**src/rtl/svd_pkg.sv**
```systemverilog
package svd_pkg;

  localparam int unsigned SAMPLE_W   = 24;
  localparam int unsigned CFG_IDX_W  = 3;
  localparam int unsigned CFG_DATA_W = 32;
  localparam int unsigned DELAY_W    = 24;
  localparam int unsigned LFO_W      = 17;
  localparam int unsigned FIFO_DEPTH = 2;

  localparam int unsigned DELAY_DEPTH_DEF  = 2048;
  localparam int unsigned SINE_ENTRIES_DEF = 256;

  localparam longint Q30         = 64'sd1073741824;
  localparam longint HALF_PI_Q30 = 64'sd1686629713;

  // Denominators (2n)(2n+1) of the odd sine series terms up to x^13.
  localparam longint TaylorDiv [6] = '{6, 20, 42, 72, 110, 156};

  typedef enum logic [CFG_IDX_W-1:0] {
    CFG_PHASE_STEP = 3'd0,
    CFG_HALF_DELAY = 3'd1,
    CFG_DEPTH      = 3'd2,
    CFG_WAVE       = 3'd3,
    CFG_MIX        = 3'd4
  } cfg_idx_e;

  typedef enum logic [1:0] {
    WAVE_SINE   = 2'd0,
    WAVE_TRI    = 2'd1,
    WAVE_SQUARE = 2'd2,
    WAVE_SAW    = 2'd3
  } wave_e;

  typedef struct packed {
    logic [31:0] phase_step;
    logic [18:0] half_delay;
    logic [16:0] depth;
    wave_e       wave;
    logic [16:0] mix;
  } cfg_t;

  typedef struct packed {
    logic signed [SAMPLE_W-1:0] left;
    logic signed [SAMPLE_W-1:0] right;
    logic [DELAY_W-1:0]         delay;
  } job_t;

  typedef enum logic [2:0] {
    F_IDLE,
    F_IDX,
    F_LFO,
    F_MUL1,
    F_MUL2,
    F_PUSH
  } front_state_e;

  typedef enum logic [2:0] {
    B_IDLE,
    B_WRITE,
    B_RD0,
    B_RD1,
    B_INTERP,
    B_MIX1,
    B_MIX2
  } back_state_e;

endpackage

```
**src/rtl/svd_fifo.sv**
```systemverilog
module svd_fifo (
  input  logic          clk_i,
  input  logic          rst_ni,
  input  logic          push_valid_i,
  input  svd_pkg::job_t push_job_i,
  output logic          push_ready_o,
  output logic          pop_valid_o,
  output svd_pkg::job_t pop_job_o,
  input  logic          pop_ready_i
);

  localparam int unsigned PtrW = $clog2(svd_pkg::FIFO_DEPTH);
  localparam int unsigned CntW = $clog2(svd_pkg::FIFO_DEPTH + 1);

  svd_pkg::job_t  slot_q [svd_pkg::FIFO_DEPTH];
  logic [PtrW-1:0] wr_q, rd_q;
  logic [CntW-1:0] cnt_q;
  logic            push, pop;

  assign push_ready_o = (cnt_q != CntW'(svd_pkg::FIFO_DEPTH));
  assign pop_valid_o  = (cnt_q != '0);
  assign pop_job_o    = slot_q[rd_q];
  assign push         = push_valid_i && push_ready_o;
  assign pop          = pop_valid_o && pop_ready_i;

  always_ff @(posedge clk_i or negedge rst_ni) begin
    if (!rst_ni) begin
      wr_q  <= '0;
      rd_q  <= '0;
      cnt_q <= '0;
    end else begin
      if (push) begin
        wr_q <= (wr_q == PtrW'(svd_pkg::FIFO_DEPTH - 1)) ? '0 : wr_q + 1'b1;
      end
      if (pop) begin
        rd_q <= (rd_q == PtrW'(svd_pkg::FIFO_DEPTH - 1)) ? '0 : rd_q + 1'b1;
      end
      if (push && !pop) begin
        cnt_q <= cnt_q + 1'b1;
      end else if (pop && !push) begin
        cnt_q <= cnt_q - 1'b1;
      end
    end
  end

  always_ff @(posedge clk_i) begin
    if (push) begin
      slot_q[wr_q] <= push_job_i;
    end
  end

endmodule

```
**config.mk**
```make
export PLATFORM = sky130hd
export DESIGN_NAME = svd_fifo
export DESIGN_NICKNAME = d
export VERILOG_FILES = /design/src/rtl/svd_pkg.sv /design/src/rtl/svd_fifo.sv
export SDC_FILE = /design/constraint.sdc
export NUM_CORES = 1
export LEC_CHECK = 0
export BUFFER_PORTS_ARGS = -buffer_cell sky130_fd_sc_hd__buf_2
export CAP_MARGIN = 15
export CORE_AREA = 2 2 116 118
export CTS_CLUSTER_SIZE = 24
export DETAILED_ROUTE_END_ITERATION = 6
export DIE_AREA = 0 0 118 120
export MAX_ROUTING_LAYER = met4
export PLACE_DENSITY_LB_ADDON = 0.05
export SETUP_SLACK_MARGIN = 0.3
export SLEW_MARGIN = 20
export SYNTH_ARGS = -nofsm -noshare
export SYNTH_HDL_FRONTEND = slang
export SYNTH_SLANG_ARGS = --single-unit
```
**constraint.sdc**
```tcl
create_clock -name clk_i -period 4.8 [get_ports clk_i]
set_clock_uncertainty 0.2 [all_clocks]
set_input_delay 0 -clock clk_i [delete_from_list [all_inputs] [get_ports clk_i]]
set_output_delay 0 -clock clk_i [all_outputs]
set_load 0.02 [all_outputs]
```
==> results.yml, run 1 <==
floorplan:
  start_util_pct: 44.2
  dieArea_mm2: 0.0142
  rows: 42
  die_w_um: 118
  coreArea_mm2: 0.0130
  io_pins: 150
  die_h_um: 120
cells_and_area:
  fin_nets: 557
  insertedDiodeCount: 0
  nFillCells: 1006
  area_delta_synth_final_pct: 39.8
  regArea_mm2: 0.00443
  fin_area_mm2: 0.00802
  fin_cells: 669
  multiInputGateArea_mm2: 0.00117
  drive_gt1_share_pct: 52.3
timing:
  tns_ps: 0
  finalCritPeriodShare_pct: 57.4
  period_needed_ps: 2760
  hold_viol_final: 0
  hold_ws_ps: 107
  slew_headroom_pct: 30.6
  setup_viol: 0
  slew_violations: 0
  worst_pin_slew_ps: 1040
  rsz0062_at_grt: "false"
  max_freq_mhz: 363
power:
  power_mw: 5.00
  pwr-share-seq_pct: 39.5
  power_switching_share_pct: 29.5
  p_leak_nw: 3.26
  internal-power_mw: 3.52
  power_switching_mw: 1.47
  peakVddDrop_v: 0.000291
  power_frac_comb_pct: 31.0
  clkPwrFrac_pct: 29.5
  power_density_mw_per_mm2: 623
synthesis:
  seq_area_frac_synth_pct: 77.1
  synth_area_mm2: 0.00574
  ys_seq_elements: 148
  synth.avg_cell_area_um2: 23.7
  synth_cells: 242
  yosysUniqueCellTypes: 15
  yosys_warnings: 0
  synth_nets: 319
worst_setup_path:
  critical_path_buf_inv_count: 2
  worstSetupEndpointType: "output port"
  slowest_stage: "dfrtp_4"
  r2r-end: "slot_q[0][12]"
  r2r_cells: 4
  required_ps: 4600
  max_stage_delay_ps: 1120
  cp_cell_sequence: "buf_4 > mux2_4 > buf_2"
  r2r-start: "cnt_q[0]"
  path_class: "reg2out"
  cp-start-kind: "flop"
  critical_path.top_delay_family: "flip-flops"
  rrSetupSlack_ps: 2370
  worstPathArrival_ps: 2560
  critPathMaxFanout: 54
detailed_routing:
  drc: 0
  via_per_inst: 4.51
  via_count: 3014
  dr.pass1.iters: 4
  drtAntennaViolNets: 0
  wirelength_um: 10200
  drtIter0Drc: 143
  wl_per_cell_um: 15.2
grt:
  antenna_found_initial: 0
  grt_max_degree: 73
  grt_first_pass_wirelength_um: 15500
  grt_overflow_total: 0
  gr-usage-all-layers_pct: 15.3
  grt_pass1_vias: 3188
place:
  dp_hpwl_um: 5900
  dp.cells: 561
  port-buffer-count: 149
  finalWeightedCongestion: 0.721
  place_area_mm2: 0.00659
clocking:
  clock-root-buffer: "clkbuf_16"
  clockBufferDepth: 2
  ctsResizeCount: 0
  cts_tree: "built"
  clk_pin_slew_ps: 60
  cts_max_level: 4
  cts_buffers: 17
  cts.sinks: 148
  cts_hold_buf: 76
  cts_setup_buffers: 0
  insertion_delay_ps: 410
worst_hold_path:
  worst_hold_path.endpoint: "slot_q[0][49]"
  min_path_cells: 2
  min-delay-start: "push_job_i[49]"
  min_path_type: "in2reg"
flow_run:
  maxCapViolCount: 0
outcome:
  status: "complete, no violations"
[Yosys cell counts (all sizes together)]
cell type	count	area [um^2]
nand2b	1	6.26
nand2	2	7.51
inv	1	3.75
and3	1	6.26
edfxtp	144	4320
or2	1	6.26
ha	1	12.5
mux2	72	1070
xor2	2	17.5
nor2	2	7.51
buf	8	151
dfrtp	4	100
xnor2	3	26.3
[registers in the layout, summed over array words and instances (netlist names)]
signal,count
rd_q,1
cnt_q,2
wr_q,1
slot_q,144
[layer usage]
layer | up-vias | GRT usage (%) | wire, um
met3 | 22 | 4.99 | 555
met2 | 105 | 24.4 | 5090
met4 | 0 | 8.58 | 265
li1 | 1432 | - | -
met5 | - | - | 0
met1 | 1455 | 17.1 | 4250
[final cells by class]
| type | count | share of cell area [%] |
|---|---|---|
| Sequential cell | 148 | 55.2 |
| Timing Repair Buffer | 227 | 19.0 |
| Multi-Input combinational cell | 85 | 14.6 |
| Clock buffer | 23 | 6.33 |
| Tap cell | 176 | 2.74 |
| Clock inverter | 9 | 2.12 |
| Inverter | 1 | 0.0468 |
[cells in the final DEF (no fill, tap or decap)]
| cell | n |
|---|---|
| inv_1 | 1 |
| nor2_1 | 1 |
| and3_4 | 1 |
| mux2_4 | 69 |
| nand2b_1 | 1 |
| xnor2_1 | 3 |
| or2_1 | 1 |
| nand2_1 | 2 |
| buf_4 | 2 |
| clkbuf_8 | 6 |
| dfrtp_4 | 1 |
| xor2_1 | 2 |
| dlygate4sd3_1 | 76 |
| nor2_4 | 1 |
| mux2_2 | 3 |
| ha_1 | 1 |
| clkinv_2 | 4 |
| dfrtp_1 | 3 |
| clkbuf_16 | 17 |
| buf_2 | 149 |
| bufinv_16 | 5 |
| edfxtp_1 | 144 |
[logic make-up (layout without fill, tap and decap cells)]
family / count (synthesis) / after routing / share of synthesized area, %
adder cells (fa/ha/maj): 1 / 1 / 0.218
buffers and inverters: 9 / 260 / 2.70
multiplexers: 72 / 72 / 18.6
AND/OR/NAND/NOR: 7 / 7 / 0.589
XOR/XNOR: 5 / 5 / 0.763
flip-flops: 148 / 148 / 77.1
[power groups by stage]
stage,combinational [mW],sequential (mW),clock [mW]
after detailed placement,1.53,2.01,0
after global routing,1.65,2.01,1.55
after floorplan,1.32,1.87,0
final,1.55,1.97,1.47
after global placement,1.53,1.99,0
after CTS,1.58,1.98,1.50
[worst max path at each step]
| stage | start | endpoint | slack [ps] | cells past startpoint |
|---|---|---|---|---|
| finish | rd_q | pop_job_o[39] | 2040 | 3 |
| global route | rd_q | pop_job_o[39] | 1910 | 3 |
| CTS | rd_q | pop_job_o[39] | 1970 | 3 |
| detailed placement | cnt_q[0] | slot_q[0][33] | 2350 | 4 |
| global placement | cnt_q[0] | slot_q[0][34] | 2380 | 4 |
| floorplan | cnt_q[0] | slot_q[0][0] | 1500 | 3 |
[stage by stage]
| stage | utilization, % | setup WS [ps] |
|---|---|---|
| global route | 61.8 | 1910 |
| finish | 61.8 | 2040 |
| detailed placement | 50.7 | 2350 |
| CTS | 61.8 | 1970 |
| floorplan | - | 1500 |
| global placement | 50.7 | 2380 |
(Power assumes the default switching activity.)
==> inputs of run 2 (changes only) <==
==> constraint.sdc (replaced) <==
create_clock -name clk_i -period 2.41 [get_ports clk_i]
set_clock_uncertainty 0.2 [all_clocks]
set_input_delay 0 -clock clk_i [delete_from_list [all_inputs] [get_ports clk_i]]
set_output_delay 0 -clock clk_i [all_outputs]
set_load 0.02 [all_outputs]
==> results.yml, run 2 (synthesis results as in run 1) <==
clocking:
  clk_pin_slew_ps: 60
  insertion_delay_ps: 410
  cts_max_level: 4
  cts_buffers: 17
  cts_tree: "built"
  clock-root-buffer: "clkbuf_16"
  cts.sinks: 148
  clockBufferDepth: 2
place:
  finalWeightedCongestion: 0.719
  dp_hpwl_um: 6090
  port-buffer-count: 149
  place_area_mm2: 0.00669
timing:
  rsz0062_at_grt: "false"
  setup_viol: 0
  tns_ps: 0
  slew_headroom_pct: 72.4
  max_freq_mhz: 498
  worst_pin_slew_ps: 414
  finalCritPeriodShare_pct: 83.4
  hold_ws_ps: 103
  slew_violations: 0
  hold_viol_final: 0
  period_needed_ps: 2010
floorplan:
  die_h_um: 120
  die_w_um: 118
  coreArea_mm2: 0.0130
  dieArea_mm2: 0.0142
  start_util_pct: 44.2
  io_pins: 150
  rows: 42
worst_setup_path:
  cp_cell_sequence: "buf_12 > mux2_2 > buf_2"
  cp-start-kind: "flop"
  worstPathArrival_ps: 1810
  r2r_cells: 3
  slowest_stage: "dfrtp_4"
  required_ps: 2210
  critPathMaxFanout: 28
  max_stage_delay_ps: 590
  path_class: "reg2out"
  worstSetupEndpointType: "output port"
detailed_routing:
  dr.pass1.iters: 4
  via_count: 3016
  drc: 0
  wl_per_cell_um: 15.1
  drtIter0Drc: 155
  via_per_inst: 4.47
  drtAntennaViolNets: 0
  wirelength_um: 10200
power:
  power_density_mw_per_mm2: 1200
  p_leak_nw: 3.25
  peakVddDrop_v: 0.000825
  power_mw: 9.59
cells_and_area:
  drive_gt1_share_pct: 52.1
  fin_nets: 563
  final_cell_mix: "buf_2, edfxtp_1, dlygate4sd3_1, mux2_4, clkbuf_16"
  insertedDiodeCount: 0
  largest-register: "slot_q"
  layout.cells.most_common: "buf_2"
  utilization_pct: 61.7
  nFillCells: 974
  area_delta_synth_final_pct: 39.6
  reg.largest.list: "slot_q (144), cnt_q (2)"
  fin_area_mm2: 0.00801
  largest_reg_flops: 144
grt:
  grt_overflow_total: 0
  grt_first_pass_wirelength_um: 16000
  grt_pass1_vias: 3230
  antenna_found_initial: 0
  gr-usage-all-layers_pct: 15.6
  grt_max_degree: 73
worst_hold_path:
  min_path_type: "in2reg"
  min_path_cells: 2
outcome:
  status: "complete, no violations"
flow_run:
  maxCapViolCount: 0
run 2: worst paths after layout:
| path | from | end | slack [ps] |
|---|---|---|---|
| worst max-delay path | rd_q | pop_job_o[51] | 400 |
| worst min-delay path | push_job_i[70] | slot_q[0][70] | 100 |
| worst max register to register | cnt_q[0] | slot_q[1][9] | 600 |
| worst min register to register | cnt_q[0] | cnt_q[0] | 330 |
| max in group asynchronous | rst_ni | rd_q | 1520 |
| min in group asynchronous | rst_ni | cnt_q[0] | 290 |
run 2: worst max-delay path, delay by kind of cell (launching register included):
family / cells / cell delay (ps)
buffers and inverters: 2 / 450
DFF: 1 / 590
muxes: 1 / 360
run 2: metal layers:
metal | wire, um | part of all wire, % | GRT usage (%) | vias up
li1 | - | - | - | 1448
met3 | 497 | 4.9 | 4.80 | 14
met2 | 5180 | 51 | 25.0 | 95
met1 | 4340 | 42 | 18.2 | 1459
met5 | 0 | 0 | - | -
met4 | 199 | 1.9 | 7.23 | 0
run 2: repair_timing:
action                                 in CTS  in global routing
buffers inserted                            1                  0
hold buffers                               76                  0
endpoints found under the hold margin     173                  0
setup endpoints to repair                  54                  0
resized for setup                           0                  0
run 2: layout make-up:
cell class,count,area (um^2),area share [%]
Timing Repair Buffer,233,1620,20.3
Clock buffer,18,429,5.36
Sequential cell,148,4430,55.3
Inverter,1,3.75,0.0469
Multi-Input combinational cell,85,1190,14.8
Clock inverter,14,119,1.48
Tap cell,176,220,2.75
run 2: power by group:
group / internal, mW / switching (mW)
Sequential: 3.53 / 0.214
Clock: 1.49 / 0.934
Combinational: 1.60 / 1.82
run 2: stage by stage:
step / worst slack (ps) / cells
after detailed placement: 564 / 566
final: 400 / 675
after global placement: 593 / 566
after global routing: 316 / 675
after CTS: 355 / 675
after floorplan: 69.5 / 242
